--- src/rtl/core/pfb_fifo.sv ---
// Small synchronous queue between the command front end and the execution back end.
module pfb_fifo #(
    parameter int WIDTH = 8,
    parameter int DEPTH = 2
) (
    input  logic             aclk,
    input  logic             aresetn,
    input  logic             push,
    input  logic [WIDTH-1:0] push_data,
    output logic             full,
    input  logic             pop,
    output logic             not_empty,
    output logic [WIDTH-1:0] head
);

    localparam int PTR_W = $clog2(DEPTH);
    localparam int CNT_W = $clog2(DEPTH + 1);

    logic [WIDTH-1:0] mem_reg [DEPTH];
    logic [PTR_W-1:0] wr_ptr_reg, rd_ptr_reg;
    logic [CNT_W-1:0] count_reg;
    logic             do_push, do_pop;

    assign full      = (count_reg == CNT_W'(DEPTH));
    assign not_empty = (count_reg != '0);
    assign head      = mem_reg[rd_ptr_reg];
    assign do_push   = push && !full;
    assign do_pop    = pop && not_empty;

    always_ff @(posedge aclk) begin
        if (do_push) begin
            mem_reg[wr_ptr_reg] <= push_data;
        end
    end

    always_ff @(posedge aclk) begin
        if (!aresetn) begin
            wr_ptr_reg <= '0;
            rd_ptr_reg <= '0;
            count_reg  <= '0;
        end else begin
            if (do_push) begin
                wr_ptr_reg <= (wr_ptr_reg == PTR_W'(DEPTH - 1)) ? '0 : wr_ptr_reg + 1'b1;
            end
            if (do_pop) begin
                rd_ptr_reg <= (rd_ptr_reg == PTR_W'(DEPTH - 1)) ? '0 : rd_ptr_reg + 1'b1;
            end
            if (do_push && !do_pop) begin
                count_reg <= count_reg + 1'b1;
            end else if (do_pop && !do_push) begin
                count_reg <= count_reg - 1'b1;
            end
        end
    end

endmodule

--- config.mk ---
export PLATFORM = sky130hd
export DESIGN_NAME = pfb_fifo
export DESIGN_NICKNAME = d
export VERILOG_FILES = /design/src/rtl/core/pfb_fifo.sv
export SDC_FILE = /design/constraint.sdc
export NUM_CORES = 1
export LEC_CHECK = 0
export CORE_AREA = 2 2 39 41
export CTS_BUF_LIST = sky130_fd_sc_hd__clkbuf_4
export CTS_CLUSTER_DIAMETER = 50
export DETAILED_ROUTE_END_ITERATION = 12
export DIE_AREA = 0 0 41 43
export DONT_BUFFER_PORTS = 1
export PLACE_DENSITY = 0.76
export SYNTH_ARGS = -nofsm -noshare
export SYNTH_HDL_FRONTEND = slang
export SYNTH_SLANG_ARGS = --single-unit
--- constraint.sdc ---
create_clock -name aclk -period 2.77 [get_ports aclk]
set_input_delay 0 -clock aclk [delete_from_list [all_inputs] [get_ports aclk]]
set_output_delay 0 -clock aclk [all_outputs]
set_load 0.005 [all_outputs]
* Yosys cells after proc, flatten, opt, wreduce, memory -nomap -nowiden
Memories as Yosys holds them, arrays and structs flattened. A register that Yosys moved wholly into a read port is not among the register bits.
Cells that the tools add are included.
** Word-level totals
- Flip-flop bits (word level) :: 4
- RAM bits :: 16
- Output and inout port bits :: 10
- Memories :: 1
** Memory list
- mem_reg :: words 2, width 8, rd ports 1, clocked after memory_dff 1, wr ports 1, line 19 : logic [WIDTH-1:0] mem_reg [DEPTH];
** Cells by class
- Add/subtract/negate cells :: 4
- Equal/unequal tests :: 1
- Muxes and demuxes :: 8
- Reductions and logical operators :: 9
** Operators by type and width (count)
- $mux 1 :: 6
- $logic_and 1x1->1 :: 4
- $mux 2 :: 2
- $reduce_bool 2->1 :: 2
- $logic_not 1->1 :: 3
- $add 1x1->1 const B :: 2
- $add 2x1->2 const B :: 1
- $eq 2x2->1 const B :: 1
- $sub 2x1->2 const B :: 1

* Depth between registers and ports, before layout
Gate-level depths: netlist of the first run.
- Depth after elaboration :: 7
- Depth in mapped cells :: 7
- Gate-level depth less buffers :: 7

* Worst setup path after synthesis of the first run
Ideal clock, no wire load.
- Path type :: reg-to-reg
- From :: register count_reg[0]
- To :: register count_reg[1]
- Library setup time :: 0.070 ns
- Arrival :: 1.418 ns
- Required time :: 2.700 ns
- Path slack :: 1.283 ns
- Cell stages (with the launch flop) :: 7
- Buffers on the path :: 0
- Clock period less this slack :: 1.487 ns
- Cell sequence :: dfxtp_1 nand2b_1 inv_1 nor2_1 ha_1 or3_1 a21oi_1
** On the way
- Longest elaborated chain between the ends :: 6
- Elaborated cells on any way between the ends :: 14
** RTL lines
- start: declaration :: line 21 : logic [CNT_W-1:0] count_reg;
- start signal: assignment :: line 49 : count_reg <= count_reg + 1'b1;
- start signal: assignment :: line 51 : count_reg <= count_reg - 1'b1;
- $eq 2x2->1 * :: line 24 : assign full = (count_reg == CNT_W'(DEPTH));
- net full :: line 10 : output logic full,
- $logic_not 1->1 * :: line 27 : assign do_push = push && !full;
- $logic_and 1x1->1 * :: line 27
- $logic_not 1->1 :: line 50 : end else if (do_pop && !do_push) begin
- $logic_and 1x1->1 :: line 50
- $reduce_bool 2->1 (no line)
The timed path passes the listed nets; every way through them passes the cells marked *. The select of a mux whose other input is x is not followed.
A chain may end at the register's enable or synchronous reset.

* Final worst setup path of the first run
Same ends and word-level chain as after synthesis.

==> results of run 1 <==
-- placed cells by master, fill, tap and decap left out --
master / instances
o21ai_0: 2
mux2_2: 8
nand2b_1: 1
nor2_1: 4
or2_2: 1
clkbuf_4: 4
a21oi_1: 1
a21boi_0: 1
ha_1: 1
and3_1: 1
edfxtp_1: 16
nor3_2: 1
dlygate4sd3_1: 9
dfxtp_1: 5
o21a_1: 1
or3_1: 1
xor2_1: 3
inv_1: 3
-- logic make-up (layout without fill, tap and decap cells) --
kind of cell | Yosys count | count (layout) | share of synthesized area [%]
flops | 21 | 21 | 72.1
simple gates | 9 | 9 | 6.21
mux | 8 | 8 | 11.2
compound gates | 5 | 5 | 3.73
buf+inv | 4 | 16 | 2.02
xor+xnor | 3 | 3 | 3.26
fa+ha+maj | 1 | 1 | 1.55
-- stage by stage --
step / utilization [%] / setup WS, ns / area (um2)
2_1_floorplan: - / 1.28 / 806
3_3_place_gp: 59.3 / 1.24 / 821
3_5_place_dp: 59.3 / 1.11 / 821
4_1_cts: 68.0 / 1.08 / 941
5_1_grt: 68.0 / 0.976 / 941
6_report: 68.0 / 1.08 / 941
-- routing by layer --
metal  track usage (%)  share of wire (%)  vias up
met2              31.6                 61       16
li1                  -                  -      207
met4              4.00                  0        0
met1              15.6                 31      209
met3              3.14                7.7        0
met5                 0                  0        -
-- worst min-delay path by stage --
stage	start	endpoint	slack, ns	cells past startpoint
after detailed placement	push_data[3]	mem_reg[0][3]	0.1	0
after CTS	push	wr_ptr_reg	0.009	2
final	push	wr_ptr_reg	0.001	2
after global placement	push_data[3]	mem_reg[0][3]	0.1	0
after global routing	push	wr_ptr_reg	0.02	2
after floorplan	push_data[0]	mem_reg[0][0]	0.1	0
-- final cells by class --
| cell class | count | area (um2) | share of cell area, % |
|---|---|---|---|
| Sequential cell | 21 | 581 | 61.7 |
| Multi-Input combinational cell | 26 | 209 | 22.2 |
| Timing Repair Buffer | 9 | 90.1 | 9.57 |
| Clock buffer | 4 | 30.0 | 3.19 |
| Tap cell | 16 | 20.0 | 2.13 |
| Inverter | 3 | 11.3 | 1.20 |
-- report_power, final --
part / total, mW / switching (mW) / internal [mW]
sequential: 0.442 / 0.0403 / 0.402
combinational: 0.204 / 0.106 / 0.0978
clock: 0.142 / 0.0764 / 0.0656
total: 0.788 / 0.222 / 0.566
-- repair_timing --
item | 4_1_cts | 5_1_grt
endpoints found under the setup margin | 0 | 0
hold buffers | 9 | 0
endpoints found under the hold margin | 21 | 0
==> flow_summary.ini, run 1 <==
[outcome]
outcome = completed

[yosys]
synthTopCellsByCount = edfxtp_1 (16), mux2_2 (8), dfxtp_1 (5), nor2_1 (4)
synth-seq-area-share_pct = 72.0
synth-async-reset-ratio_pct = 0
synth_edf_count = 16
synth.most_common_cell = edfxtp_1
syn-cell-area_um2 = 806
synthFlopType = edfxtp_1
synth_top_area_share_pct = 59.6
synthesis.nets = 64
synth_cells = 51
synth_seq_cells = 21
yosysUniqueCellTypes = 17
avgSynthCellArea_um2 = 15.8
synth_area_leader_cell = edfxtp_1
synth-warning-count = 0
synthTopCellsByArea = edfxtp_1 (60%), dfxtp_1 (12%), mux2_2 (11%), xor2_1 (3.3%), nor2_1 (1.9%)

[global_route]
overflow = 0
grt_pass1_wl_um = 1800
antenna_found_initial = 0
grt_start_max_net_pins = 12
grtUsageTotal_pct = 16.2
grt_pass1_vias = 424

[finish]
fin_cells = 79
diodes = 0
drive_gt1_share_pct = 22.2
nFillCells = 97
syn_to_final_growth_pct = 16.8
largest_register_ffs = 16
fin_nets = 77

[die]
initial_core_util_pct = 58.2
core_region_area_mm2 = 0.00138
die_w_um = 41
rows = 14
pin_count = 22
die_area_mm2 = 0.00176
die_y_um = 43

[timing]
fmax_mhz = 590
timing.hold.ws_ns = 0.00106
skew_ns = 0.00286
tightest_slew_ns = 0.720
setup_tns_ns = 0
fin_crit_sh_pct = 61.2
setup_viol = 0
drv_slew = 0
max-slew-margin-rel_pct = 51.7
hold_violations = 0
min_period_ns = 1.69
rsz0062_at_grt = no

[critical_path]
required_ns = 2.98
crit_chain = nand2b_1 > inv_1 > nor2_1 > ha_1 > or3_1 > a21oi_1
crit_type = reg -> reg
start_kind = register
critPathTopFamily = simple AND/OR/NAND/NOR gates
slowest_stage = dfxtp_1
endpoint_kind = register
critPathMaxFanout = 5
r2r_start = count_reg[0]
critPathBufInv = 1
reg2reg_depth = 6
crit_path_end = count_reg[1]
cpPeakStageDelay_ns = 0.42
worstSetupStartpoint = count_reg[0]
cp_data_arrival_time_ns = 1.91
path_depth = 6
worst_r2r_endpoint = count_reg[1]
rrSetupSlack_ns = 1.08

[place]
routabilityCongestion = 0.631
post-place-cells = 66
port_buffers = 0
hpwl_um = 822

[power]
p_leak_nw = 0.349
p_per_area_mw_per_mm2 = 838
p_total_mw = 0.788
peakVddDrop_mv = 0.546

[clock_network]
cts_resized = 0
cts_buffers = 3
cts_root_buf = clkbuf_4
clkLatencyLatePin_ns = 0.28
cts_htree_levels = 1
cts.clk_slew.worst_paths_ns = 0.10
cts_tree = yes
postCtsSetupBuffers = 0
cts_buffer_depth = 2
cts_num_sinks = 21

[routing]
drtPass1Iterations = 4
drc_errors = 0
wl_per_cell_um = 15.5
drtAntennaViolNets = 0
drt_wl_total_um = 1230
via_per_inst = 5.47
num_vias = 432
first_iter_violations = 11

[min_path]
hold_path.class = in -> reg

[flow_run]
maxCapViolCount = 0
(Power assumes the default switching activity.)
==> inputs of run 2 (changes only) <==
ABC_AREA = 1   (was default)
CORE_AREA = default   (was 2 2 39 41)
CORE_UTILIZATION = 63   (was default)
DIE_AREA = default   (was 0 0 41 43)
PLACE_DENSITY = 0.79   (was 0.76)
clock period = 1.7 ns   (was 2.77 ns; I/O delays follow)
==> flow_summary.ini, run 2 <==
[power]
clkPwrFrac_pct = 18.4
p_per_area_mw_per_mm2 = 1380
power_frac_seq_pct = 53.0
p_leak_nw = 0.388
p_total_mw = 1.38
swShare_pct = 33.9
peakVddDrop_mv = 1.18
pwr-share-comb_pct = 28.6
p_int_mw = 0.909
switching_power_mw = 0.467

[routing]
wl_met2_um = 985
via_per_inst = 6.05
wl_met3_um = 130
drc_errors = 0
wl_per_cell_um = 20.1
drtAntennaViolNets = 0
drt-met1-wl_um = 716
num_vias = 563
drt_wl_total_um = 1870
drtPass1Iterations = 4
maxUsedRoutingLayer = met4
first_iter_violations = 23

[yosys]
synth_top_area_share_pct = 58.3
synth_cells = 62
synth-async-reset-ratio_pct = 0
synthTopCellsByCount = edfxtp_1 (16), nor2_1 (9), mux2_2 (8), inv_1 (7), nand2_1 (6)
synth-seq-area-share_pct = 70.4
synth.most_common_cell = edfxtp_1
syn-cell-area_um2 = 825
yosysUniqueCellTypes = 16
avgSynthCellArea_um2 = 13.3
synthTopCellsByArea = edfxtp_1 (58%), dfxtp_1 (12%), mux2_2 (11%), nor2_1 (4.1%), inv_1 (3.2%)
synth-warning-count = 0
synthFlopType = edfxtp_1
synth_seq_cells = 21
synth_area_leader_cell = edfxtp_1
synthesis.nets = 75
synth_edf_count = 16

[critical_path]
crit_type = reg -> reg
slowest_stage = dfxtp_1
required_ns = 1.96
r2r_start = count_reg[0]
endpoint_kind = register
cp_data_arrival_time_ns = 1.84
critical_path.most_common_cell = inv_1
cpPeakStageDelay_ns = 0.51
crit_chain = o21a_2 > inv_1 > ha_1 > inv_1 > nand3_1 > nand2_1 > inv_1 > nor2_1
start_kind = register
critPathMaxFanout = 7
worstSetupStartpoint = count_reg[0]

[finish]
largest_register_ffs = 16
diodes = 0
final_common_cell = edfxtp_1
syn_to_final_growth_pct = 20.9
fin_cells = 93
post-route-util_pct = 86.3
drive_gt1_share_pct = 24.1
fin_nets = 93
final_cell_mix = edfxtp_1 (16), dlygate4sd3_1 (11), nor2_1 (9)

[die]
pin_count = 22
initial_core_util_pct = 71.3
rows = 12
die_area_mm2 = 0.00146
core_region_area_mm2 = 0.00116
die_w_um = 38.2
die_y_um = 38.2

[timing]
hold_violations = 0
skew_ns = 0.00778
drv_slew = 0
tightest_slew_ns = 0.335
fin_crit_sh_pct = 92.7
rsz0062_at_grt = no
setup_tns_ns = 0
setup_viol = 0
max-slew-margin-rel_pct = 77.6
fmax_mhz = 635
min_period_ns = 1.58

[clock_network]
cts_buffer_depth = 2
cts.clk_slew.worst_paths_ns = 0.12
cts_resized = 0
clkLatencyLatePin_ns = 0.32
cts_num_sinks = 21
cts_buffers = 3
cts_root_buf = clkbuf_4
cts_htree_levels = 1
cts_tree = yes

[min_path]
hold_start = push_data[7]
hold_path.class = in -> reg

[global_route]
overflow = 0
grt_pass1_vias = 544
grt_start_max_net_pins = 13
grt_pass1_wl_um = 2800
antenna_found_initial = 0
grtUsageTotal_pct = 31.7

[outcome]
outcome = completed

[place]
port_buffers = 0
hpwl_um = 1010
post-place-cells = 78
routabilityCongestion = 0.611

[flow_run]
maxCapViolCount = 0
[run 2: cell count changes after synthesis, moves of 3 or more]
cell     previous run  this run
xor2_1              3         0
inv_1               3         7
nand2_1             0         6
nor2_1              4         9
[run 2: final timing paths]
check                  endpoint  slack, ns  depth (start not counted)
setup / recovery   count_reg[1]       0.12                          8
setup reg to reg   count_reg[1]       0.12                          8
hold reg to reg      wr_ptr_reg       0.57                          2
hold / removal    mem_reg[1][7]       0.34                          1
[run 2: power by group through the flow]
stage | sequential, mW | combinational [mW] | clock (mW)
finish | 0.730 | 0.393 | 0.252
global route | 0.739 | 0.424 | 0.263
floorplan | 0.702 | 0.279 | 0
detailed placement | 0.736 | 0.344 | 0
CTS | 0.724 | 0.371 | 0.237
global placement | 0.728 | 0.320 | 0
[run 2: routing by layer]
metal / vias up / global-route usage, %
met1: 276 / 39.5
met5: - / 0
met2: 35 / 53.0
li1: 247 / -
met3: 5 / 5.23
met4: 0 / 16.1
[run 2: final cells by class]
type | count | area, um2
well taps | 14 | 17.5
flip-flops and latches | 21 | 581
fillers | 53 | 159
repair buffers | 14 | 133
clock buffers | 3 | 22.5
clock inverters | 1 | 5.00
multi-input cells | 32 | 209
inverters | 8 | 30.0
[run 2: cells by family (layout without fill, tap and decap cells)]
family	after synthesis	after routing	synth area share (%)
muxes	8	8	10.9
buffers and inverters	9	26	4.25
and+or+nand+nor	18	18	8.95
adders and majority gates	1	1	1.52
DFF	21	21	70.4
AOI/OAI and AO/OA	5	5	3.95
[run 2: stage by stage]
stage | hold WS, ns | instance area (um2) | worst slack (ns)
floorplan | 0.0989 | 825 | 0.424
global placement | 0.0989 | 860 | 0.335
detailed placement | 0.0990 | 860 | 0.243
CTS | 0.345 | 997 | 0.228
global route | 0.357 | 997 | 0.0687
finish | 0.343 | 997 | 0.125
[run 2: worst max-delay path: cells and delay by family, from the launching register on]
| kind | cells | cell delay, ns |
|---|---|---|
| buf+inv | 3 | 0.21 |
| compound gates | 1 | 0.23 |
| simple gates | 3 | 0.27 |
| fa+ha+maj | 1 | 0.29 |
| flops | 1 | 0.51 |
[run 2: timing repair]
item                                   in CTS  in global routing
buffers inserted                            0                  0
hold buffers                               11                  0
endpoints found under the hold margin      21                  0
==> inputs of run 3 (changes only) <==
PLACE_DENSITY = 0.87   (was 0.79)
==> flow_summary.ini, run 3 (synthesis gave the netlist of run 2 again) <==
[finish]
fin_nets = 91
nFillCells = 52
diodes = 0
final_common_cell = edfxtp_1
syn_to_final_growth_pct = 19.1
final_cell_mix = edfxtp_1 (16), dlygate4sd3_1 (10), nor2_1 (9)
post-route-util_pct = 85.0
finalInstanceArea_um2 = 982
largest_register_ffs = 16
drive_gt1_share_pct = 27.3

[timing]
fin_crit_sh_pct = 96.3
setup_tns_ns = 0
setup_viol = 0
hold_violations = 0
tightest_slew_ns = 0.384
skew_ns = 0.00678
max-slew-margin-rel_pct = 74.3
fmax_mhz = 611
timing.hold.ws_ns = 0.00783
drv_slew = 0
rsz0062_at_grt = no
min_period_ns = 1.64

[die]
core_region_area_mm2 = 0.00116
pin_count = 22
initial_core_util_pct = 71.3
die_area_mm2 = 0.00146
die_w_um = 38.2
die_y_um = 38.2
rows = 12

[global_route]
grtUsageTotal_pct = 30.8
overflow = 0
grt_pass1_vias = 543
grt_start_max_net_pins = 13
antenna_found_initial = 0
grt_pass1_wl_um = 2720

[power]
peakVddDrop_mv = 1.04
p_per_area_mw_per_mm2 = 1420
power_frac_seq_pct = 53.2
p_leak_nw = 0.378
p_int_mw = 0.908
pwr-share-comb_pct = 29.3
switching_power_mw = 0.487
clkPwrFrac_pct = 17.5
swShare_pct = 34.9

[place]
routabilityCongestion = 0.727
hpwl_um = 1100
port_buffers = 0
placed_area_um2 = 852

[critical_path]
critPathBufInv = 4
critPathTopFamily = flip-flops
r2r_start = count_reg[1]
start_kind = register
slowest_stage = dfxtp_2
required_ns = 1.94
cp_data_arrival_time_ns = 1.88
critPathMaxFanout = 4
endpoint_kind = register
worst_r2r_endpoint = count_reg[1]
crit_chain = inv_1 > o21ai_2 > inv_1 > ha_1 > inv_2 > nand3_1 > nand2_1 > inv_1 > nor2_1
cpPeakStageDelay_ns = 0.37
reg2reg_depth = 9
rrSetupSlack_ns = 0.06
crit_type = reg -> reg
critical_path.most_common_cell = inv_1

[routing]
first_iter_violations = 42
wl_per_cell_um = 22.0
drc_errors = 0
drtPass1Iterations = 4
num_vias = 574
drtAntennaViolNets = 0
drt_wl_total_um = 2000
via_per_inst = 6.31

[clock_network]
cts_buffers = 3
cts_root_buf = clkbuf_4
cts_htree_levels = 1
cts_tree = yes
cts.clk_slew.worst_paths_ns = 0.12
cts_buffer_depth = 2
clkLatencyLatePin_ns = 0.31
cts_num_sinks = 21

[min_path]
hold_path.class = in -> reg
min_path_cells = 3
hold_start = pop

[flow_run]
maxCapViolCount = 0

[outcome]
outcome = completed
[run 3: metrics by stage]
stage / total power, mW / cells / setup slack (ns)
detailed placement: 1.08 / 77 / 0.235
global route: 1.44 / 91 / 0.00221
floorplan: 0.982 / 62 / 0.424
CTS: 1.32 / 91 / 0.200
global placement: 1.03 / 77 / 0.344
finish: 1.39 / 91 / 0.0632
[run 3: power by group through the flow]
stage	clock, mW	sequential, mW	combinational, mW
global route	0.263	0.748	0.431
finish	0.244	0.742	0.408
global placement	0	0.726	0.308
CTS	0.236	0.725	0.362
detailed placement	0	0.739	0.338
floorplan	0	0.702	0.279
[run 3: worst register-to-register path, stage by stage, from the launching register on]
cell,delay (ns)
dfxtp_2,0.37
inv_1,0.10
o21ai_2,0.23
inv_1,0.11
ha_1,0.31
inv_2,0.10
nand3_1,0.10
nand2_1,0.11
inv_1,0.06
nor2_1,0.10
[run 3: worst max-delay path by stage]
stage            startpoint            to  slack, ns  cells after the start
2_1_floorplan  count_reg[0]  count_reg[1]       0.42                      8
3_3_place_gp   count_reg[0]  count_reg[1]       0.34                      8
3_5_place_dp   count_reg[0]  count_reg[1]       0.24                      8
4_1_cts        count_reg[0]  count_reg[1]       0.20                      8
5_1_grt        count_reg[1]  count_reg[1]      0.002                      9
6_report       count_reg[1]  count_reg[1]       0.06                      9
[run 3: layout make-up]
| cell class | count | area, um2 | share of cell area [%] |
|---|---|---|---|
| multi-input combinational | 32 | 209 | 21.3 |
| timing repair buffer | 12 | 115 | 11.7 |
| sequential | 21 | 583 | 59.4 |
| clock inverter | 1 | 5.00 | 0.510 |
| inverter | 8 | 30.0 | 3.06 |
| clock buffer | 3 | 22.5 | 2.29 |
| tap | 14 | 17.5 | 1.78 |
[run 3: per-layer routing]
layer	track usage (%)	routed length [um]	vias to the layer above
met5	0	0	-
met4	17.0	38	0
met3	5.81	127	6
met2	50.8	1060	42
met1	38.0	779	284
li1	-	-	242
[run 3: repair_timing]
item | 4_1_cts | 5_1_grt
hold buffers | 10 | 0
resized for setup | 0 | 3
buffers inserted | 0 | 0
setup endpoints to repair | 0 | 1
endpoints found under the hold margin | 21 | 0
