### src/rtl/core/pfb_pkg.sv
// Shared types, constants and the built-in 5x7 column font of the page framebuffer renderer.
package pfb_pkg;

    localparam int GLYPH_WIDTH  = 5;
    localparam int GLYPH_HEIGHT = 7;

    localparam logic [7:0] CODE_LOW  = 8'd32;
    localparam logic [7:0] CODE_HIGH = 8'd90;

    typedef enum logic [1:0] {
        ACT_PIXEL = 2'd0,
        ACT_CHAR  = 2'd1,
        ACT_FILL  = 2'd2,
        ACT_READ  = 2'd3
    } action_t;

    typedef enum logic [2:0] {
        KIND_PIXEL,
        KIND_CHAR,
        KIND_FILL,
        KIND_READ,
        KIND_OK,
        KIND_BAD
    } cmd_kind_t;

    // Column 0 is the leftmost byte; bit r of a byte is glyph row r.
    typedef logic [0:GLYPH_WIDTH-1][7:0] glyph_t;

    typedef struct packed {
        logic [8:0] width;
        logic [3:0] pages;
    } geom_t;

    typedef struct packed {
        cmd_kind_t  kind;
        logic       on;
        logic [7:0] px;
        logic [7:0] py;
        logic [2:0] page;
        glyph_t     glyph;
        logic [7:0] pattern;
    } cmd_t;

    function automatic glyph_t glyph_lookup(input logic [7:0] code);
        glyph_t g;
        case (code)
            8'd45:   g = {8'h08, 8'h08, 8'h08, 8'h08, 8'h08}; // -
            8'd46:   g = {8'h00, 8'h60, 8'h60, 8'h00, 8'h00}; // .
            8'd47:   g = {8'h20, 8'h10, 8'h08, 8'h04, 8'h02}; // /
            8'd48:   g = {8'h3E, 8'h51, 8'h49, 8'h45, 8'h3E}; // 0
            8'd49:   g = {8'h00, 8'h42, 8'h7F, 8'h40, 8'h00};
            8'd50:   g = {8'h62, 8'h51, 8'h49, 8'h49, 8'h46};
            8'd51:   g = {8'h22, 8'h49, 8'h49, 8'h49, 8'h36};
            8'd52:   g = {8'h18, 8'h14, 8'h12, 8'h7F, 8'h10};
            8'd53:   g = {8'h2F, 8'h49, 8'h49, 8'h49, 8'h31};
            8'd54:   g = {8'h3E, 8'h49, 8'h49, 8'h49, 8'h32};
            8'd55:   g = {8'h01, 8'h71, 8'h09, 8'h05, 8'h03};
            8'd56:   g = {8'h36, 8'h49, 8'h49, 8'h49, 8'h36};
            8'd57:   g = {8'h26, 8'h49, 8'h49, 8'h49, 8'h3E}; // 9
            8'd58:   g = {8'h00, 8'h36, 8'h36, 8'h00, 8'h00}; // :
            8'd61:   g = {8'h14, 8'h14, 8'h14, 8'h14, 8'h14}; // =
            8'd65:   g = {8'h7E, 8'h11, 8'h11, 8'h11, 8'h7E}; // A
            8'd66:   g = {8'h7F, 8'h49, 8'h49, 8'h49, 8'h36};
            8'd67:   g = {8'h3E, 8'h41, 8'h41, 8'h41, 8'h22};
            8'd68:   g = {8'h7F, 8'h41, 8'h41, 8'h22, 8'h1C};
            8'd69:   g = {8'h7F, 8'h49, 8'h49, 8'h49, 8'h41};
            8'd70:   g = {8'h7F, 8'h09, 8'h09, 8'h09, 8'h01};
            8'd71:   g = {8'h3E, 8'h41, 8'h49, 8'h49, 8'h7A};
            8'd72:   g = {8'h7F, 8'h08, 8'h08, 8'h08, 8'h7F};
            8'd73:   g = {8'h00, 8'h41, 8'h7F, 8'h41, 8'h00};
            8'd74:   g = {8'h20, 8'h40, 8'h41, 8'h3F, 8'h01};
            8'd75:   g = {8'h7F, 8'h08, 8'h14, 8'h22, 8'h41};
            8'd76:   g = {8'h7F, 8'h40, 8'h40, 8'h40, 8'h40};
            8'd77:   g = {8'h7F, 8'h02, 8'h0C, 8'h02, 8'h7F};
            8'd78:   g = {8'h7F, 8'h04, 8'h08, 8'h10, 8'h7F};
            8'd79:   g = {8'h3E, 8'h41, 8'h41, 8'h41, 8'h3E};
            8'd80:   g = {8'h7F, 8'h09, 8'h09, 8'h09, 8'h06};
            8'd81:   g = {8'h3E, 8'h41, 8'h51, 8'h21, 8'h5E};
            8'd82:   g = {8'h7F, 8'h09, 8'h19, 8'h29, 8'h46};
            8'd83:   g = {8'h46, 8'h49, 8'h49, 8'h49, 8'h31};
            8'd84:   g = {8'h01, 8'h01, 8'h7F, 8'h01, 8'h01};
            8'd85:   g = {8'h3F, 8'h40, 8'h40, 8'h40, 8'h3F};
            8'd86:   g = {8'h1F, 8'h20, 8'h40, 8'h20, 8'h1F};
            8'd87:   g = {8'h7F, 8'h20, 8'h18, 8'h20, 8'h7F};
            8'd88:   g = {8'h63, 8'h14, 8'h08, 8'h14, 8'h63};
            8'd89:   g = {8'h07, 8'h08, 8'h70, 8'h08, 8'h07};
            8'd90:   g = {8'h61, 8'h51, 8'h49, 8'h45, 8'h43}; // Z
            default: g = '0;
        endcase
        return g;
    endfunction

endpackage

### src/rtl/core/pfb_back.sv
// Back end: executes queued commands against the frame store and holds the result register.
module pfb_back #(
    parameter int MAX_COLUMNS = 128,
    parameter int MAX_PAGES   = 8
) (
    input  logic                                         aclk,
    input  logic                                         aresetn,
    input  pfb_pkg::geom_t                               geom,
    output logic                                         clear_busy,
    input  logic                                         q_valid,
    input  pfb_pkg::cmd_t                                q_cmd,
    output logic                                         q_pop,
    output logic                                         ram_we,
    output logic [$clog2(MAX_COLUMNS * MAX_PAGES)-1:0]   ram_addr,
    output logic [7:0]                                   ram_wdata,
    input  logic [7:0]                                   ram_rdata,
    output logic                                         m_valid,
    input  logic                                         m_ready,
    output logic                                         m_status,
    output logic [7:0]                                   m_read_data
);
    import pfb_pkg::*;

    localparam int STORE_DEPTH = MAX_COLUMNS * MAX_PAGES;
    localparam int ADDR_W      = $clog2(STORE_DEPTH);
    localparam int CNT_W       = $clog2(STORE_DEPTH + 1);

    typedef enum logic [3:0] {
        S_CLEAR,
        S_IDLE,
        S_PIXEL,
        S_READ_ADDR,
        S_READ_DATA,
        S_GLYPH,
        S_WRITE,
        S_FILL,
        S_DONE
    } state_t;

    state_t            state_reg, adv_state;
    cmd_t              cmd_reg;
    logic [CNT_W-1:0]  idx_reg, fill_cnt;
    logic [2:0]        col_reg, col_next;
    logic              slot_reg, slot_next;
    logic [ADDR_W-1:0] addr_reg, calc_addr;
    logic [7:0]        mask_reg;
    logic              res_status_reg;
    logic [7:0]        res_data_reg;
    logic              m_valid_reg, m_status_reg;
    logic [7:0]        m_read_data_reg;

    logic [7:0]  rows, col_bits, gx, gy, py_end, gmask, pix_mask;
    logic [4:0]  page_a, page_b, gpage;
    logic        gskip;
    logic [2:0]  calc_page;
    logic [7:0]  calc_col;

    assign clear_busy  = (state_reg == S_CLEAR);
    assign m_valid     = m_valid_reg;
    assign m_status    = m_status_reg;
    assign m_read_data = m_read_data_reg;

    assign rows     = 8'({geom.pages, 3'b000});
    assign fill_cnt = CNT_W'(geom.width) * CNT_W'(geom.pages);
    assign pix_mask = 8'd1 << cmd_reg.py[2:0];

    // Glyph column under work: which pixels of the chosen page it lights.
    always_comb begin
        col_bits = cmd_reg.glyph[col_reg];
        gx       = cmd_reg.px + 8'(col_reg);
        py_end   = cmd_reg.py + 8'(GLYPH_HEIGHT - 1);
        page_a   = cmd_reg.py[7:3];
        page_b   = py_end[7:3];
        gpage    = slot_reg ? page_b : page_a;
        gmask    = '0;
        gy       = '0;
        for (int r = 0; r < GLYPH_HEIGHT; r++) begin
            gy = cmd_reg.py + 8'(r);
            if (col_bits[r] && (gy < rows) && (gy[7:3] == gpage)) begin
                gmask[gy[2:0]] = 1'b1;
            end
        end
        if (slot_reg && (page_a == page_b)) begin
            gmask = '0;
        end
        gskip = (gmask == '0) || ({1'b0, gx} >= geom.width);
    end

    // Step to the next page slot or column of the glyph.
    always_comb begin
        adv_state = S_GLYPH;
        col_next  = col_reg;
        slot_next = ~slot_reg;
        if (slot_reg) begin
            if (col_reg == 3'(GLYPH_WIDTH - 1)) begin
                adv_state = S_DONE;
            end else begin
                col_next = col_reg + 3'd1;
            end
        end
    end

    always_comb begin
        calc_page = (state_reg == S_GLYPH) ? gpage[2:0] : cmd_reg.page;
        calc_col  = (state_reg == S_GLYPH) ? gx : cmd_reg.px;
        calc_addr = ADDR_W'(12'(calc_page) * 12'(geom.width) + 12'(calc_col));
    end

    always_comb begin
        ram_we    = 1'b0;
        ram_addr  = calc_addr;
        ram_wdata = '0;
        q_pop     = 1'b0;
        case (state_reg)
            S_CLEAR: begin
                ram_we   = 1'b1;
                ram_addr = idx_reg[ADDR_W-1:0];
            end
            S_IDLE: begin
                q_pop = q_valid;
            end
            S_FILL: begin
                ram_we    = (idx_reg != fill_cnt);
                ram_addr  = idx_reg[ADDR_W-1:0];
                ram_wdata = cmd_reg.pattern;
            end
            S_WRITE: begin
                ram_we    = 1'b1;
                ram_addr  = addr_reg;
                ram_wdata = cmd_reg.on ? (ram_rdata | mask_reg) : (ram_rdata & ~mask_reg);
            end
            default: begin
                ram_we = 1'b0;
            end
        endcase
    end

    always_ff @(posedge aclk) begin
        if (!aresetn) begin
            state_reg   <= S_CLEAR;
            idx_reg     <= '0;
            col_reg     <= '0;
            slot_reg    <= 1'b0;
            m_valid_reg <= 1'b0;
        end else begin
            // in S_DONE the result register is reloaded below instead
            if (m_valid_reg && m_ready && (state_reg != S_DONE)) begin
                m_valid_reg <= 1'b0;
            end
            case (state_reg)
                S_CLEAR: begin
                    idx_reg <= idx_reg + 1'b1;
                    if (idx_reg == CNT_W'(STORE_DEPTH - 1)) begin
                        state_reg <= S_IDLE;
                    end
                end
                S_IDLE: begin
                    if (q_valid) begin
                        cmd_reg        <= q_cmd;
                        res_status_reg <= (q_cmd.kind == KIND_BAD);
                        res_data_reg   <= '0;
                        col_reg        <= '0;
                        slot_reg       <= 1'b0;
                        idx_reg        <= '0;
                        case (q_cmd.kind)
                            KIND_PIXEL: state_reg <= S_PIXEL;
                            KIND_CHAR:  state_reg <= S_GLYPH;
                            KIND_FILL:  state_reg <= S_FILL;
                            KIND_READ:  state_reg <= S_READ_ADDR;
                            default:    state_reg <= S_DONE;
                        endcase
                    end
                end
                S_PIXEL: begin
                    addr_reg  <= calc_addr;
                    mask_reg  <= pix_mask;
                    state_reg <= S_WRITE;
                end
                S_READ_ADDR: begin
                    state_reg <= S_READ_DATA;
                end
                S_READ_DATA: begin
                    res_data_reg <= ram_rdata;
                    state_reg    <= S_DONE;
                end
                S_GLYPH: begin
                    if (gskip) begin
                        state_reg <= adv_state;
                        col_reg   <= col_next;
                        slot_reg  <= slot_next;
                    end else begin
                        addr_reg  <= calc_addr;
                        mask_reg  <= gmask;
                        state_reg <= S_WRITE;
                    end
                end
                S_WRITE: begin
                    if (cmd_reg.kind == KIND_CHAR) begin
                        state_reg <= adv_state;
                        col_reg   <= col_next;
                        slot_reg  <= slot_next;
                    end else begin
                        state_reg <= S_DONE;
                    end
                end
                S_FILL: begin
                    if (idx_reg == fill_cnt) begin
                        state_reg <= S_DONE;
                    end else begin
                        idx_reg <= idx_reg + 1'b1;
                    end
                end
                S_DONE: begin
                    if (!m_valid_reg || m_ready) begin
                        m_valid_reg     <= 1'b1;
                        m_status_reg    <= res_status_reg;
                        m_read_data_reg <= res_data_reg;
                        state_reg       <= S_IDLE;
                    end
                end
                default: begin
                    state_reg <= S_IDLE;
                end
            endcase
        end
    end

endmodule

### config.mk
export PLATFORM = sky130hd
export DESIGN_NAME = pfb_back
export DESIGN_NICKNAME = d
export VERILOG_FILES = /design/src/rtl/core/pfb_pkg.sv /design/src/rtl/core/pfb_back.sv
export SDC_FILE = /design/constraint.sdc
export NUM_CORES = 1
export LEC_CHECK = 0
export BUFFER_PORTS_ARGS = -buffer_cell sky130_fd_sc_hd__buf_2
export CORE_ASPECT_RATIO = 0.8
export CORE_MARGIN = 2
export CORE_UTILIZATION = 50
export CTS_BUF_LIST = sky130_fd_sc_hd__clkbuf_4 sky130_fd_sc_hd__clkbuf_8
export DETAILED_ROUTE_END_ITERATION = 16
export MAX_ROUTING_LAYER = met4
export PLACE_DENSITY = 0.73
export SLEW_MARGIN = 40
export SYNTH_ARGS = -nofsm -noshare
export SYNTH_HDL_FRONTEND = slang
export SYNTH_SLANG_ARGS = --single-unit
### constraint.sdc
create_clock -name aclk -period 4.4 [get_ports aclk]
set_clock_uncertainty 0.05 [all_clocks]
set_input_delay 0.22 -clock aclk [delete_from_list [all_inputs] [get_ports aclk]]
set_output_delay 0.22 -clock aclk [all_outputs]
set_load 0.005 [all_outputs]
# After elaboration in Yosys (flattened, before gate mapping)
# Cells that the tools add are included.
[totals] ram_bits=0 elab_cells=211 latchBits=0 input_bits=96 mem_bits_ro=0 regBits=127 n_memories=0
[op_classes] div=0 n_reduce_logical=43 n_mux=65 addsub=10 n_bitwise=11 shifts=1 n_mul=2 n_eq_ne=34 magnitude_cmp=23
[op_table] cell="$mux W8" count=12
[op_table] cell="$lt A8 B7 Y1" count=7
[op_table] cell="$or A8 B8 Y8" count=7
[op_table] cell="$pmux W8 S2" count=3
[op_table] cell="$eq A5 B5 Y1" count=8
[op_table] cell="$pmux W10 S2" count=2
[op_table] cell="$pmux W4 S9" count=1
[op_table] cell="$pmux W11 S3" count=1
[op_table] cell="$mux W4" count=8
[op_table] cell="$lt A3 B4 Y1 const B" count=7
[op_table] cell="$add A8 B3 Y8 const B" count=3
[op_table] cell="$bmux W8 S3" count=1
[op_table] cell="$logic_and A1 B1 Y1" count=24
[op_table] cell="$mux W11" count=2
[op_table] cell="$demux W1 S3" count=7
[op_table] cell="$ge A3 B1 Y1 const B" count=7
[op_table] cell="$mux W3" count=6
[op_table] cell="$add A8 B2 Y8 const B" count=2
[op_table] cell="$eq A4 B3 Y1 const B" count=4
[op_table] cell="$pmux W4 S4" count=1
[op_table] cell="$reduce_and A3 Y1" count=5
[op_table] cell="$mux W1" count=14
[op_table] cell="$mux W7" count=2
[op_table] cell="$ne A2 B2 Y1 const B" count=7
[op_table] cell="other kinds (39)" count=48

# Longest topological paths before layout
# Gate-level depths: netlist of the first run.
[logic_depth] ltp_word=24 ltp_mapped=22 mapped_depth_nobuf=21

# Worst setup path after synthesis of the first run
# Ideal clock, no wire load.
[synth_path] path_kind="reg2out" startpoint="reg cmd_reg[53] (netlist name)" endpoint="out ram_addr[9]" t_required_ns=4.130 slack_ns=-0.326 arrival_time_ns=4.456 path_stages_with_launch=22 cell_sequence="edfxtp_1 -> buf_6 -> inv_1 -> ha_1 -> a21oi_1 -> nand2b_1 -> xor2_1 -> o21ai_1 -> nand2_1 -> fa_1 -> fa_1 -> inv_1 -> fa_1 -> a21oi_1 -> nor2_1 -> nor2_1 -> o21bai_1 -> a21oi_1 -> o21bai_1 -> a21oi_1 -> xnor2_1 -> a21o_1"
[synth_via] elab_chain_len=6
[synth_lines] element="start, declared" line="pfb_back.sv:41" rtl="cmd_t cmd_reg;"
[synth_lines] element="start signal, assigned" line="pfb_back.sv:159" rtl="cmd_reg <= q_cmd;"
[synth_lines] element="$add A8 B3 Y8" line="pfb_back.sv:71" rtl="py_end = cmd_reg.py + 8'(GLYPH_HEIGHT - 1);"
[synth_lines] element="$mux W5" line="pfb_back.sv:74" rtl="gpage = slot_reg ? page_b : page_a;"
[synth_lines] element="$mux W3" line="pfb_back.sv:104" rtl="calc_page = (state_reg == S_GLYPH) ? gpage[2:0] : cmd_reg.page;"
[synth_lines] element="$mul A3 B9 Y10" line="pfb_back.sv:106" rtl="calc_addr = ADDR_W'(12'(calc_page) * 12'(geom.width) + 12'(calc_col));"
[synth_lines] element="$add A10 B8 Y10" line="pfb_back.sv:106"
[synth_lines] element="named net calc_addr[9]" line="pfb_back.sv:45" rtl="logic [ADDR_W-1:0] addr_reg, calc_addr;"
[synth_lines] element="$pmux W10 S2" line="pfb_back.sv:114" rtl="case (state_reg)"
[synth_lines] element="end, declared" line="pfb_back.sv:14" rtl="output logic [$clog2(MAX_COLUMNS * MAX_PAGES)-1:0] ram_addr,"
# The timed path passes the listed nets, and every way through them passes these cells.

# Worst setup path in the final report of the first run
[layout_path] startpoint="reg cmd_reg[53] (netlist name)" endpoint="out ram_addr[8]"
# Same word-level chain as after synthesis.

==> results of run 1 <==
## worst reg2reg max path, cell delays in order (launching register included)
cell and delay [ns]:
edfxtp_1 0.51, buf_4 0.20, buf_12 0.16, ha_1 0.21, buf_4 0.17, a21oi_1 0.17, nor2_1 0.07, xor2_1 0.15
ha_1 0.32, nand3_1 0.08, o221ai_1 0.27, nor3_1 0.14, mux2_2 0.28, a221oi_1 0.38, and4_4 0.31, nand3_2 0.08
buf_4 0.16, a21oi_1 0.20, mux2i_1 0.22
## cell usage after synthesis, types with 4 or more instances
| library cell | number |
|---|---|
| a31oi_1 | 5 |
| fa_1 | 29 |
| buf_4 | 5 |
| nand3_1 | 33 |
| o211ai_1 | 8 |
| o21bai_1 | 4 |
| nand3b_1 | 4 |
| o21ai_1 | 4 |
| nor3b_1 | 4 |
| o21ai_0 | 28 |
| and2_1 | 23 |
| clkbuf_1 | 20 |
| o31ai_1 | 10 |
| xnor2_1 | 39 |
| ha_1 | 68 |
| a22oi_1 | 5 |
| nor3_1 | 14 |
| inv_1 | 62 |
| a41oi_1 | 4 |
| mux2i_1 | 28 |
| buf_6 | 4 |
| nor2b_1 | 9 |
| nor4_1 | 5 |
| nand2_1 | 87 |
| edfxtp_1 | 102 |
| a21oi_1 | 59 |
| xor2_1 | 26 |
| a21o_1 | 19 |
| a221oi_1 | 8 |
| buf_2 | 16 |
| dfxtp_1 | 20 |
| nand2b_1 | 12 |
| o221ai_1 | 4 |
| or4_1 | 8 |
| nand4_1 | 6 |
| and3_1 | 16 |
| or2_2 | 7 |
| a211oi_1 | 5 |
| a211o_1 | 4 |
| nor2_1 | 98 |
## worst min-delay path by stage
stage                 startpoint               to  slack [ns]  depth (start not counted)
floorplan               q_cmd[0]       cmd_reg[0]        0.27                          0
global placement       q_cmd[63]      cmd_reg[63]        0.35                          1
detailed placement     q_cmd[58]      cmd_reg[58]        0.35                          1
CTS                 ram_rdata[1]  res_data_reg[1]        0.02                          2
global route        ram_rdata[6]  res_data_reg[6]        0.03                          2
finish              ram_rdata[6]  res_data_reg[6]        0.05                          2
## layout make-up
class / instances / area (µm²)
Sequential cell: 122 / 3460
Clock buffer: 18 / 248
Timing Repair Buffer: 291 / 2090
Inverter: 65 / 245
Fill cell: 1540 / 6500
Tap cell: 258 / 323
Multi-Input combinational cell: 751 / 5830
Clock inverter: 14 / 100
## stage by stage
step / setup slack [ns] / std cells / setup TNS (ns) / util, %
after floorplan: -0.154 / 985 / -0.154 / -
after global placement: -0.0721 / 1409 / -0.689 / 58.0
after detailed placement: -0.151 / 1409 / -1.31 / 58.0
after CTS: -0.395 / 1519 / -1.32 / 64.7
after global routing: -0.750 / 1519 / -3.22 / 65.4
final: -0.452 / 1519 / -1.49 / 65.4
## layout by cell type, fill, tap and decap left out, types with 11 or more instances in the layout
master         count
xor2_1            24
ha_1              62
and3_1            16
xnor2_1           33
and2_1            22
clkbuf_8          18
buf_2            121
o21ai_0           27
buf_4             96
fa_1              28
dfxtp_1           20
a21oi_2           12
nand2_1           86
edfxtp_1         102
nor3_1            13
dlygate4sd3_1     67
nor2_1            96
nand2b_1          11
a21oi_1           48
nand3_1           31
inv_1             58
a21o_1            19
mux2i_1           28
## cell families after synthesis
logic type                 after synthesis  synth area share [%]
muxes                                   33                  3.70
buffers and inverters                  112                  5.15
DFF                                    122                  36.5
and+or+nand+nor                        343                  17.9
xor gates and xnor gates                66                  6.17
adders and majority gates               97                  15.1
AOI/OAI and AO/OA                      212                  15.5
## report_power, final
| part | total, mW | switching, mW | internal, mW |
|---|---|---|---|
| Clock | 0.903 | 0.501 | 0.403 |
| Combinational | 0.549 | 0.261 | 0.288 |
| Sequential | 1.26 | 0.00523 | 1.25 |
| Total | 2.71 | 0.767 | 1.94 |
## repair_timing
action                                 in CTS  in global routing
hold buffers                               67                  0
endpoints found under the hold margin      67                  0
pin swaps                                  32                 25
setup endpoints to repair                   8                 27
setup buffers                              13                  5
resized for setup                          29                 25
## routing by layer
metal / vias to the layer above / wire length (µm) / GRT usage (%)
met5: - / 0 / -
met4: 0 / 548 / 8.32
met3: 36 / 1850 / 5.09
met2: 327 / 11900 / 40.5
met1: 4044 / 12400 / 39.6
li1: 4085 / - / -
==> metrics.md, run 1 <==
| Metric | Value |
|---|---|
| Run status | `complete, but fails checks` |
| Violated checks | `negative setup slack` |
| Inserted Diodes | `0` |
| Wire length of the first global-routing pass | `41800 µm` |
| Hold Path Class | `input pin to flop` |
| CP startpoint kind | `flop` |
| Post-Syn Area | `0.00949 mm²` |
| Initial antenna violation count | `0` |
| Setup repair after global routing missed its margin | `yes` |
| Number of H-tree branching levels | `4` |
| Total congestion overflow after global routing | `0` |
| Total routing usage reported by global routing | `27.8%` |
| Reg-to-reg critical path startpoint | `cmd_reg[52]` |
| Maximum number of pins on one net before global-route repair | `68` |
| Portion of synthesized cell area occupied by the leading cell type | `32.3%` |
| Worst endpoint required time | `4.13 ns` |
| Number of flops mapped to enable cells by yosys | `102` |
| Cells taking the most area after synthesis | `edfxtp_1 (32%), ha_1 (9.0%), fa_1 (6.1%), dfxtp_1 (4.2%), nor2_1 (3.9%)` |
| CTS tree | `built` |
| Worst-path cell with the longest stage delay | `fa_1` |
| Worst skew pair latency | `0.46 ns` |
| LEAKAGE | `5.30 nW` |
| Number of buffer and inverter instances along the worst setup path | `4` |
| Register area share after synthesis | `36.5%` |
| Post-synthesis average cell area | `9.64 µm²` |
| Peak ir drop on the vdd network | `222 µV` |
| Count of endpoints failing setup in the final report | `6` |
| Count of vias placed by the detailed router | `8492` |
| Relative slew slack | `47.3%` |
| Syn_nets | `1178` |
| Number of nets in the final layout | `1441` |
| Sink count of the clock tree | `122` |
| Worst hold slack after final layout | `0.0495 ns` |
| Total Routed Length | `26700 µm` |
| Final estimated routing congestion in global placement | `0.941` |
| Power per Cell Area | `220 mW/mm²` |
| Root Buffer | `clkbuf_8` |
| Total of warnings raised by yosys | `0` |
| Slew of the pin with the lowest slew margin | `0.787 ns` |
| Max FFs per register | `66` |
| DR WL/cell | `17.6 µm` |
| End of the critical path | `ram_addr[8]` |
| Overall power after layout | `2.71 mW` |
| CTS Buf Count | `17` |
| Initial Utilization | `50.5%` |
| Drt via density | `5.59` |
| Port Buf Inserts | `121` |
| Count of unresolved DRC violations after routing | `0` |
| Share of flip-flops with an asynchronous set or reset after synthesis | `0%` |
| Placement-stage cell area | `0.0109 mm²` |
| Critical Path Stages | `22` |
| Final worst path period share | `110%` |
| Post-route worst setup slack | `-0.452 ns` |
| Synth-to-layout area growth | `29.6%` |
| Final count of pins violating max slew | `0` |
| Core area | `0.0188 mm²` |
| Top flip-flop cell by instance count after synthesis | `edfxtp_1` |
| Achievable clock frequency | `0.206 GHz` |
| Nature of the critical path endpoint | `primary output` |
| Final Hold Vio Count | `0` |
| Critical path data arrival time | `4.58 ns` |
| Cell taking the most area after synthesis | `edfxtp_1` |
| Synthesized instance count | `985` |
| Clock transition at the register clock pins on the worst setup and hold paths after CTS | `0.08 ns` |
| Die boundary width | `158 µm` |
| Register-to-register path setup slack | `0.19 ns` |
| Area enclosed by the die boundary | `0.0201 mm²` |
| Area of all placed cells without fillers | `0.0123 mm²` |
| Setup crit start | `cmd_reg[53]` |
| Critical path class | `flop to primary output` |
| FF-to-FF End | `col_reg[2]` |
| Number of max-capacitance violations reported | `0` |
| Cell breakdown of the critical path | `inv_2, ha_4, a21oi_2, nand2b_4, xor2_2, o21ai_2, nand2_1, fa_1, fa_1, inv_2, buf_4, ha_4, a21o_1, a21oi_2, o21bai_1, a21oi_2, o21bai_1, a21oi_2, xnor2_2, nand2_1, nand2_1, buf_2` |
| Layout cells sized above 1 | `25.9%` |
| Critical path's most frequent cell | `a21oi_2` |
| Largest stage delay on the critical path | `0.54 ns` |
| Hpwl dp | `19200 µm` |
| Drt initial violations | `606` |
| Crit Path Max Fanout | `5` |
| Number of standard-cell rows in the floorplan | `45` |
| I/O pin count | `127` |
| Post-route minimum period | `4.85 ns` |
| Detail Route Antenna Nets | `0` |
| Number of global-route vias before repair | `8002` |
| Worst Reg-to-Reg Cells | `18` |
| Synth Register Bits | `122` |
| Max Buffers Root-to-Sink | `2` |
| Height of the die | `127 µm` |
| Count of unique library cells instantiated by Yosys | `86` |
| Cell family with the largest share of critical-path delay | `adder cells` |
| Number of search-and-repair iterations in the first detailed-routing pass | `5` |
Note: power is estimated with default switching activity, not from simulation.
==> run 2: changes to the inputs <==
Settings changed: PLACE_DENSITY 0.73 to unset, PLACE_DENSITY_LB_ADDON set to 0.15.
==> metrics.md, run 2 (synthesized netlist as in run 1, its figures left out) <==
| Metric | Value |
|---|---|
| Height of the die | `127 µm` |
| Storage cell area | `0.00346 mm²` |
| Initial antenna violation count | `0` |
| Worst endpoint required time | `4.13 ns` |
| Wire length of the first global-routing pass | `42000 µm` |
| Number of search-and-repair iterations in the first detailed-routing pass | `5` |
| Count of vias placed by the detailed router | `8355` |
| Count of unresolved DRC violations after routing | `0` |
| Total routing usage reported by global routing | `28.1%` |
| Sequential group share of total power | `43.1%` |
| Post-Route Utilization | `65.3%` |
| Post-route minimum period | `4.83 ns` |
| Slew of the pin with the lowest slew margin | `0.753 ns` |
| Clock transition at the register clock pins on the worst setup and hold paths after CTS | `0.08 ns` |
| Hpwl dp | `19400 µm` |
| Area enclosed by the die boundary | `0.0201 mm²` |
| Placed insts | `1403` |
| Total Routed Length | `26700 µm` |
| Run status | `complete, but fails checks` |
| Final worst path period share | `110%` |
| Peak ir drop on the vdd network | `151 µV` |
| Achievable clock frequency | `0.207 GHz` |
| Most frequent standard cell in the layout excluding fill and tap cells | `buf_2` |
| Number of standard-cell rows in the floorplan | `45` |
| Cell family with the largest share of critical-path delay | `adder cells` |
| Cell breakdown of the critical path | `buf_4, a21oi_2, nand2b_4, xor2_2, o21ai_2, buf_6, and2_1, fa_1, inv_1, fa_1, inv_1, ha_4, inv_1, o21bai_1, a21oi_2, o21bai_1, a21oi_2, xnor2_2, a21o_1, buf_2` |
| Number of standard cells in the layout, taps in and fillers out | `1509` |
| Drt initial violations | `702` |
| Final count of pins violating max slew | `0` |
| Worst hold slack after final layout | `0.0322 ns` |
| CTS Buf Count | `17` |
| Final Hold Vio Count | `0` |
| Combinational fraction of design power | `18.9%` |
| CP startpoint kind | `flop` |
| Layout cells sized above 1 | `25.4%` |
| Leading cell types in the layout, fill and taps excluded | `buf_2 (121), edfxtp_1 (102), nor2_1 (97)` |
| Total congestion overflow after global routing | `0` |
| Critical path class | `flop to primary output` |
| Area of the multi-input gates | `0.00583 mm²` |
| Worst skew pair latency | `0.47 ns` |
| NetSw | `0.798 mW` |
| Number of H-tree branching levels | `4` |
| Number of global-route vias before repair | `7947` |
| Core area | `0.0188 mm²` |
| Synth-to-layout area growth | `29.3%` |
| Internal Power | `2.11 mW` |
| Fill count | `1585` |
| Violated checks | `negative setup slack` |
| Hold Path Class | `input pin to flop` |
| Critical path data arrival time | `4.56 ns` |
| Fraction of power consumed by the clock network | `38.0%` |
| Detail Route Antenna Nets | `0` |
| Largest stage delay on the critical path | `0.52 ns` |
| Max FFs per register | `66` |
| I/O pin count | `127` |
| Port Buf Inserts | `121` |
| Final estimated routing congestion in global placement | `0.961` |
| Crit Path Max Fanout | `5` |
| LEAKAGE | `5.30 nW` |
| DR WL/cell | `17.7 µm` |
| CTS tree | `built` |
| Setup repair after global routing missed its margin | `yes` |
| Count of endpoints failing setup in the final report | `4` |
| TNS Setup | `-1.23 ns` |
| Power per Cell Area | `237 mW/mm²` |
| Worst-path cell with the longest stage delay | `fa_1` |
| Sink count of the clock tree | `122` |
| Number of nets in the final layout | `1431` |
| Relative slew slack | `49.6%` |
| Switching share of power | `27.4%` |
| Initial Utilization | `50.5%` |
| Number of max-capacitance violations reported | `0` |
| Inserted Diodes | `0` |
| Maximum number of pins on one net before global-route repair | `68` |
| Root Buffer | `clkbuf_8` |
| Number of buffer and inverter instances along the worst setup path | `6` |
| Drt via density | `5.54` |
| Post-route worst setup slack | `-0.427 ns` |
| Nature of the critical path endpoint | `primary output` |
| Die boundary width | `158 µm` |
| Max Buffers Root-to-Sink | `2` |
==> run 2: cell count changes in the layout (fill, tap and decap cells not counted), sizes merged <==
cell	delta
bufinv	+3
inv	+3
clkbuf	-1
buf	-10
clkinvlp	-5
==> run 2: per-layer routing <==
layer	vias up	GRT usage, %	routed length [µm]
li1	4074	-	-
met1	3928	40.5	12500
met2	318	41.4	11900
met3	35	4.21	1780
met4	0	7.74	437
met5	-	-	0
==> run 2: layout make-up <==
cell class	instances	area share, %
well taps	258	2.63
clock buffers	17	1.91
repair buffers	281	16.3
inverters	65	2.00
flip-flops and latches	122	28.2
clock inverters	15	1.55
multi-input cells	751	47.5
==> run 2: power groups by stage <==
stage          clock (mW)  combinational, mW  sequential [mW]
3_3_place_gp            0              0.418             1.28
5_1_grt              1.17              0.606             1.26
4_1_cts              1.12              0.512             1.26
3_5_place_dp            0              0.425             1.28
6_report             1.11              0.550             1.26
2_1_floorplan           0              0.273             1.28
==> run 2: final timing paths <==
| check | startpoint | to | slack (ns) | cells after the start |
|---|---|---|---|---|
| worst max-delay path | cmd_reg[52] | ram_addr[9] | -0.43 | 20 |
| worst min-delay path | ram_rdata[4] | res_data_reg[4] | 0.03 | 2 |
| worst max register to register | cmd_reg[52] | addr_reg[9] | 0.20 | 19 |
| worst min register to register | res_data_reg[1] | m_read_data[1] | 0.37 | 0 |
==> run 2: through the flow <==
| step | worst slack (ns) | power, mW | cell area, µm² |
|---|---|---|---|
| 2_1_floorplan | -0.154 | 1.55 | 9510 |
| 3_3_place_gp | -0.0653 | 1.70 | 10900 |
| 3_5_place_dp | -0.139 | 1.71 | 10900 |
| 4_1_cts | -0.377 | 2.88 | 12200 |
| 5_1_grt | -0.611 | 3.03 | 12300 |
| 6_report | -0.427 | 2.91 | 12300 |
==> run 2: repair_timing <==
action                     CTS  global route
gates resized for setup     33            19
setup endpoints to repair    8            27
hold endpoints to repair    67             0
pin swaps                   38            21
buffers inserted             7             3
hold buffers                67             0
==> run 2: worst register-to-register path: cells and delay by family, from the launching register on <==
family	cells	cell delay, ns
compound gates	7	1.08
buf+inv	3	0.40
flops	1	0.50
fa+ha+maj	3	1.33
xor+xnor	2	0.20
simple gates	4	0.42
==> run 3: changes to the inputs <==
Settings changed: HOLD_SLACK_MARGIN set to 0.1.
Clock period 4.4 ns to 4.5 ns, I/O delays scaled along.
==> metrics.md, run 3 (synthesized netlist as in run 1, its figures left out) <==
| Metric | Value |
|---|---|
| Run status | `complete, but fails checks` |
| Violated checks | `negative setup slack` |
| Max FFs per register | `66` |
| Initial Utilization | `50.5%` |
| Power per Cell Area | `225 mW/mm²` |
| CP startpoint kind | `flop` |
| I/O pin count | `127` |
| Most frequent standard cell in the layout excluding fill and tap cells | `buf_2` |
| Area of the multi-input gates | `0.00585 mm²` |
| Drt via density | `5.57` |
| Total routing usage reported by global routing | `28.0%` |
| CTS Buf Count | `17` |
| Count of endpoints failing setup in the final report | `4` |
| Largest stage delay on the critical path | `0.50 ns` |
| Max Buffers Root-to-Sink | `2` |
| Final estimated routing congestion in global placement | `0.957` |
| Hold path startpoint | `q_valid` |
| Final Hold Vio Count | `0` |
| Final worst path period share | `108%` |
| Relative slew slack | `43.7%` |
| Worst-path cell with the longest stage delay | `edfxtp_1` |
| Sink count of the clock tree | `122` |
| Die boundary width | `158 µm` |
| Count of unresolved DRC violations after routing | `0` |
| Number of nets in the final layout | `1437` |
| Grt met1 use | `40.7%` |
| Port Buf Inserts | `121` |
| LEAKAGE | `5.33 nW` |
| Wire length of the first global-routing pass | `41900 µm` |
| Layout cells sized above 1 | `25.1%` |
| Maximum number of pins on one net before global-route repair | `39` |
| Hold Path Class | `input pin to flop` |
| Worst skew pair latency | `0.48 ns` |
| Number of max-capacitance violations reported | `0` |
| Fill count | `1538` |
| Setup crit start | `cmd_reg[54]` |
| Placed insts | `1393` |
| Crit Path Max Fanout | `4` |
| Number of standard cells in the layout, taps in and fillers out | `1515` |
| Number of global-route vias before repair | `8004` |
| Number of search-and-repair iterations in the first detailed-routing pass | `7` |
| Height of the die | `127 µm` |
| Met2 capacity usage during global routing | `39.9%` |
| Area enclosed by the die boundary | `0.0201 mm²` |
| Nature of the critical path endpoint | `primary output` |
| Number of standard-cell rows in the floorplan | `45` |
| Initial antenna violation count | `0` |
| Post-route minimum period | `4.86 ns` |
| Root Buffer | `clkbuf_8` |
| Total congestion overflow after global routing | `0` |
| Final count of pins violating max slew | `0` |
| Critical path data arrival time | `4.58 ns` |
| Detail Route Antenna Nets | `0` |
| Post-route worst setup slack | `-0.359 ns` |
| Reg-to-reg critical path startpoint | `cmd_reg[54]` |
| Inserted Diodes | `0` |
| DR WL/cell | `17.6 µm` |
| Global Route met3 Usage | `5.22%` |
| Slew of the pin with the lowest slew margin | `0.837 ns` |
| CTS tree | `built` |
| Hpwl dp | `19300 µm` |
| Cell breakdown of the critical path | `ha_2, a21oi_2, nand2b_4, xor2_2, o21ai_2, buf_6, nand2_1, fa_1, inv_1, fa_1, ha_1, inv_1, nor2_1, nor2_1, o21bai_1, a21oi_2, o21bai_1, a21oi_2, xnor2_2, a21o_1, buf_2` |
| Synth-to-layout area growth | `30.4%` |
| Critical path class | `flop to primary output` |
| Total Routed Length | `26600 µm` |
| Storage cell area | `0.00346 mm²` |
| Core area | `0.0188 mm²` |
| Worst endpoint required time | `4.22 ns` |
| TNS Setup | `-1.06 ns` |
| Critical path's most frequent cell | `a21oi_2` |
| Post-Route Utilization | `65.8%` |
| Overall power after layout | `2.78 mW` |
| Number of H-tree branching levels | `4` |
| Clock transition at the register clock pins on the worst setup and hold paths after CTS | `0.08 ns` |
| Global-route layer with the greatest usage | `met1` |
| Achievable clock frequency | `0.206 GHz` |
| Drt initial violations | `668` |
| Setup repair after global routing missed its margin | `yes` |
| Peak ir drop on the vdd network | `189 µV` |
| Leading cell types in the layout, fill and taps excluded | `buf_2 (121), edfxtp_1 (102), nor2_1 (94)` |
| Count of vias placed by the detailed router | `8435` |
## run 3: cell count changes in the layout (fill, tap and decap cells not counted), sizes merged
cell	delta
dlygate4sd3	+9
buf	-3
clkinvlp	-1
bufinv	-1
clkinv	+1
clkbuf	+1
## run 3: worst max-delay path, delay by kind of cell (launching register included)
family	cells	cell delay (ns)
buffers and inverters	4	0.36
AO/OA/AOI/OAI	7	1.07
AND/OR/NAND/NOR	4	0.37
XOR/XNOR	2	0.32
adder cells (fa/ha/maj)	4	1.49
flip-flops	1	0.50
## run 3: metal layers
metal / wire length [µm] / vias up / part of all wire [%]
met5: 0 / - / 0
met2: 11600 / 314 / 43
li1: - / 4075 / -
met3: 1750 / 49 / 6.6
met4: 562 / 0 / 2.1
met1: 12800 / 3997 / 48
## run 3: power breakdown
part | switching (mW) | total [mW] | internal (mW)
registers | 0.00544 | 1.23 | 1.22
clock network | 0.512 | 1.02 | 0.511
logic | 0.251 | 0.531 | 0.280
## run 3: through the flow
stage / area (µm²) / hold slack [ns] / worst slack [ns]
3_5_place_dp: 10800 / 0.353 / -0.138
3_3_place_gp: 10800 / 0.351 / -0.0421
5_1_grt: 12400 / 0.163 / -0.627
4_1_cts: 12200 / 0.140 / -0.311
6_report: 12400 / 0.170 / -0.359
2_1_floorplan: 9510 / 0.274 / -0.0760
## run 3: final timing paths
path | cells after the start | slack [ns] | to
worst min-delay path | 5 | 0.17 | state_reg[2]
worst max-delay path | 21 | -0.36 | ram_addr[9]
worst min register to register | 0 | 0.36 | m_read_data[5]
worst max register to register | 19 | 0.22 | mask_reg[7]
## run 3: what timing repair did
item,in CTS,in global routing
cloned,0,1
hold endpoints to repair,81,0
endpoints found under the setup margin,6,26
hold buffers,76,0
pin swaps,34,15
resized for setup,35,24
setup buffers,12,2
## run 3: cell type report
type                            instances  area share, %
Clock inverter                         14           1.31
Inverter                               65           1.97
Clock buffer                           18           1.95
Sequential cell                       122           28.0
Timing Repair Buffer                  287           16.9
Tap cell                              258           2.61
Multi-Input combinational cell        751           47.2
